**src/rtl/core/bpra_ram.sv**
```systemverilog
// generic simple dual-port ram with registered read
`default_nettype none

module bpra_ram #(
  parameter int unsigned WIDTH = 64,
  parameter int unsigned DEPTH = 64
) (
  input  wire logic                     clk,
  input  wire logic                     we,
  input  wire logic [$clog2(DEPTH)-1:0] waddr,
  input  wire logic [WIDTH-1:0]         wdata,
  input  wire logic [$clog2(DEPTH)-1:0] raddr,
  output logic      [WIDTH-1:0]         rdata
);

  logic [WIDTH-1:0] mem [DEPTH];

  // write port
  always_ff @(posedge clk) begin
    if (we) begin
      mem[waddr] <= wdata;
    end
  end

  // registered read port
  always_ff @(posedge clk) begin
    rdata <= mem[raddr];
  end

endmodule

`default_nettype wire

```
**config.mk**
```make
export PLATFORM = sky130hd
export DESIGN_NAME = bpra_ram
export DESIGN_NICKNAME = d
export VERILOG_FILES = /design/src/rtl/core/bpra_ram.sv
export SDC_FILE = /design/constraint.sdc
export NUM_CORES = 2
export LEC_CHECK = 0
export BUFFER_PORTS_ARGS = -buffer_cell sky130_fd_sc_hd__buf_2
export CAP_MARGIN = 20
export CELL_PAD_IN_SITES_DETAIL_PLACEMENT = 1
export CELL_PAD_IN_SITES_GLOBAL_PLACEMENT = 2
export CORE_AREA = 2 2 643 485
export DETAILED_ROUTE_END_ITERATION = 16
export DIE_AREA = 0 0 645 487
export PLACE_DENSITY_LB_ADDON = 0.1
export RECOVER_POWER = 50
export REMOVE_ABC_BUFFERS = 1
export SLEW_MARGIN = 10
export SYNTH_ARGS = -nofsm -noshare
export SYNTH_HDL_FRONTEND = slang
export SYNTH_SLANG_ARGS = --single-unit
```
**constraint.sdc**
```tcl
create_clock -name clk -period 7.3 [get_ports clk]
set_input_delay 1.095 -clock clk [delete_from_list [all_inputs] [get_ports clk]]
set_output_delay 1.095 -clock clk [all_outputs]
set_load 0.05 [all_outputs]
```
Yosys cells after proc, flatten, opt, wreduce, memory -nomap -nowiden
Memories as Yosys holds them, arrays and structs flattened. A register that Yosys moved wholly into a read port is not among the register bits.
Index checks and enable logic that the tools add are counted.
{ "word_totals": {"mem_bits_rw": 4096, "mem_count": 1, "reg_bits": 0, "inputBits": 78} }
{ "classes": {"mux": 2} }
{ "memory_table": {"columns": ["name", "words", "word_bits", "read_ports", "rd_clocked_by_memory_dff", "write_ports", "line_no", "text"], "rows": [
  ["mem", 64, 64, 1, 1, 1, "16", "logic [WIDTH-1:0] mem [DEPTH];"]
]} }
{ "op_table": {"columns": ["op", "count"], "rows": [
  ["$mux 1", 2]
]} }

Longest topological paths before layout
{ "depth": {"ltp_word": 2, "mapped_depth": 9, "depth_no_buf": 5} }

Least setup slack after synthesis
No wires, ideal clock.
{ "synth_path": {"kind": "input to register", "from": "input port waddr[3]", "to": "memory mem[48][0] (enable)", "stages": 4, "n_path_buf": 1, "path_slack_ps": 769, "arrival_time_ps": 5967, "setup_ps": 564, "cell_sequence": "clkbuf_1 nor2b_1 nand4b_1 nor3_1"} }
{ "synth_rtl": {"columns": ["element", "line_no", "text"], "rows": [
  ["start, declared", "10", "input wire logic [$clog2(DEPTH)-1:0] waddr,"],
  ["end, declared", "16", null]
]} }
No word-level cell before the write port.

Worst setup path in the final report
{ "layout_path": {"from": "input port we", "to": "memory mem[40][59] (enable)"} }
{ "layout_via": {"elab_chain_len": 2} }
{ "layout_lines": {"columns": ["element", "line_no", "text"], "rows": [
  ["start, declared", "9", "input wire logic we,"],
  ["$mux 1", "20", "if (we) begin"],
  ["$mux 1 (not written as such)", "21", "mem[waddr] <= wdata;"]
]} }
No other way between the ends.

==> flow_metrics.tcl <==
set metrics [dict create \
    grt_max_degree 104 \
    cts-resized-gates 0 \
    ys_types 33 \
    vdd_drop_max_uv 220 \
    synth_top_cell_area_share_pct 78.7 \
    fin_ws_ps 1920 \
    synthSimpleGateAreaFrac_pct 1.24 \
    yosys.area.top_type "edfxtp_1" \
    crit_type "in -> reg" \
    clock_latency_ps 920 \
    hold_viol 0 \
    fin_crit_sh_pct 73.7 \
    fill_cells 25300 \
    nets 7121 \
    clock_sinks 4160 \
    htreeDepth 5 \
    crit_path_start_kind "input port" \
    tns_ps 0 \
    period_minus_slack_ps 5380 \
    grt_pass1_vias 77600 \
    syn_avg_cell_area_sq_um 23.7 \
    hold_buffers 0 \
    drive_gt1_share_pct 27.1 \
    hpwlAfterDp_mm 247 \
    yosysWarnings 0 \
    tightest_slew_ps 4810 \
    r2r_end "rdata[28]" \
    wl_met3_mm 34.7 \
    root_buffer "clkbuf_16" \
    finClkSkew_ps 44.4 \
    async_reset_ff_share_pct 0 \
    run_status "finished with violations" \
    yosysMostFrequentCell "edfxtp_1" \
    ys.flop_type "edfxtp_1" \
    violations "capacitance limit, slew limit" \
    gp_congestion 0.794 \
    drc 0 \
    slew_violations 3644 \
    power_w 0.0497 \
    drv_cap 67 \
    worst_r2r_path_depth 5 \
    rsz0062_at_grt "false" \
    cts_tree "done" \
    port_buffers 141 \
    p_leak_nw 54.7 \
    first_pass_iters 5 \
    synthCells 6598 \
    r2r_slack_ps 4900 \
    setup_viol 0 \
    power_density_mw_per_mm2 282 \
    overflow 0 \
    multi_input_area_sq_mm 0.0307 \
    area_delta_synth_final_pct 12.7 \
    tritoncts.num_buffers 400 \
    routed.top_layer "met5" \
    ys_seq_area_share_pct 79.5 \
    dpl_cell_area_sq_mm 0.163 \
    die_height_microns 487 \
    wl_met1_mm 194 \
    start_util_pct 50.7 \
    fp.dieW_microns 645 \
    wirelength_mm 455 \
    synthXorXnorAreaFrac_pct 0 \
    path_max_fanout 40 \
    maxSlewHeadroom_pct -221 \
    synth.top_cells.by_area "edfxtp_1 79%, mux4_2 15%, mux2i_1 0.86%" \
    post_cts_buffers 0 \
    wl_per_cell_microns 39.6 \
    coreArea_sq_mm 0.308 \
    synth_compound_area_share_pct 2.48 \
    crit_path_end "mem[40][59]" \
    grt_pass1_wl_mm 634 \
    register_area_sq_mm 0.124 \
    fmax_mhz 186 \
    antenna_left 0 \
    vias 75700 \
    grt_antenna_before_repair 34 \
    boundaryPins 142 \
    synth_top_family_by_area "multiplexers" \
    place_ws_ps 2810 \
    dr_wl_met2_mm 213 \
    worstHoldPathType "in -> reg" \
    synth_seq_cells 4160 \
    endpoint_kind "flip-flop" \
    yosys-top-cells-count "4,096 x edfxtp_1, 1,024 x mux4_2, 170 x buf_2" \
    num_rows 177 \
    whs_ps 605 \
    r2r-start "mem[9][28]" \
    finish.instance_area_sq_mm 0.176 \
    cts_buffer_depth 4 \
    syn_area_sq_mm 0.156 \
    synthAdderAreaFrac_pct 0 \
    first_iter_violations 10200 \
    min_from "wdata[37]" \
    synth_edf_count 4096 \
    worstPathRequired_ps 7690 \
    clk_pin_slew_worst_paths_ps 60 \
    via_per_inst 6.59 \
    grt.total_usage_pct 29.2 \
    die_area_sq_mm 0.314 \
    arrival_ps 5770 \
    muxShareOfSynthArea_pct 15.6 \
    crit_start "we" \
]
-- area by class of cell --
| cell class | count | share of cell area, % |
|---|---|---|
| timing repair buffer | 413 | 1.81 |
| multi-input combinational | 2049 | 17.4 |
| sequential | 4160 | 70.5 |
| antenna | 12 | 0.0170 |
| clock inverter | 209 | 1.14 |
| tap | 4117 | 2.92 |
| inverter | 19 | 0.0405 |
| clock buffer | 515 | 6.12 |
-- critical path, stage by stage --
cell and delay (ps):
clkbuf_1 240, nor2b_1 320, nand2_1 420, nor2_4 210, clkbuf_1 3300
-- report_power, final --
part / leakage, nW / switching (W) / internal, W
Clock: 6.26 / 0.00890 / 0.0117
Combinational: 11.0 / 0.00170 / 0.000825
Sequential: 37.4 / 0.000106 / 0.0265
Total: 54.7 / 0.0107 / 0.0390
-- metrics by stage --
step           utilization (%)  std cells
3_3_place_gp              53.0      10700
6_report                  57.2      11500
4_1_cts                   57.2      11400
5_1_grt                   57.2      11500
3_5_place_dp              53.0      10700
2_1_floorplan                -       6228
-- layer usage --
metal | vias up | GRT usage [%]
met1 | 42300 | 44.3
met2 | 3407 | 45.2
met4 | 2 | 7.32
met3 | 638 | 4.01
met5 | - | 0
li1 | 29400 | -
-- registers in the layout (all words and copies together) (netlist names) --
signal	count
rdata	64
mem	4096
-- worst min-delay path by stage --
stage                              to  slack, ps  depth (start not counted)
after floorplan             rdata[61]        790                          4
after global placement      rdata[26]        820                          4
after detailed placement    rdata[26]        820                          4
after CTS                  mem[55][5]        760                          3
after global routing      mem[47][37]        600                          1
final                     mem[47][37]        600                          1
-- cell families (layout without fill, tap and decap cells) --
group           after synthesis  in the layout
other cells                   0             12
mux                        1159           1159
compound gates              504            504
flops                      4160           4160
simple gates                386            386
buf+inv                     389           1156
-- cells in the final DEF, fill, tap and decap left out, types with 83 or more instances in the layout --
cell type  netlist  final
mux2i_1        135    135
a22oi_1        168    168
edfxtp_1      4096   4096
buf_2          170     98
buf_4           34    158
clkbuf_16        0    408
o22ai_1         83     83
a22o_1          88     88
mux4_2        1024   1024
clkbuf_1       140    190
Note: power is estimated with default switching activity, not from simulation.
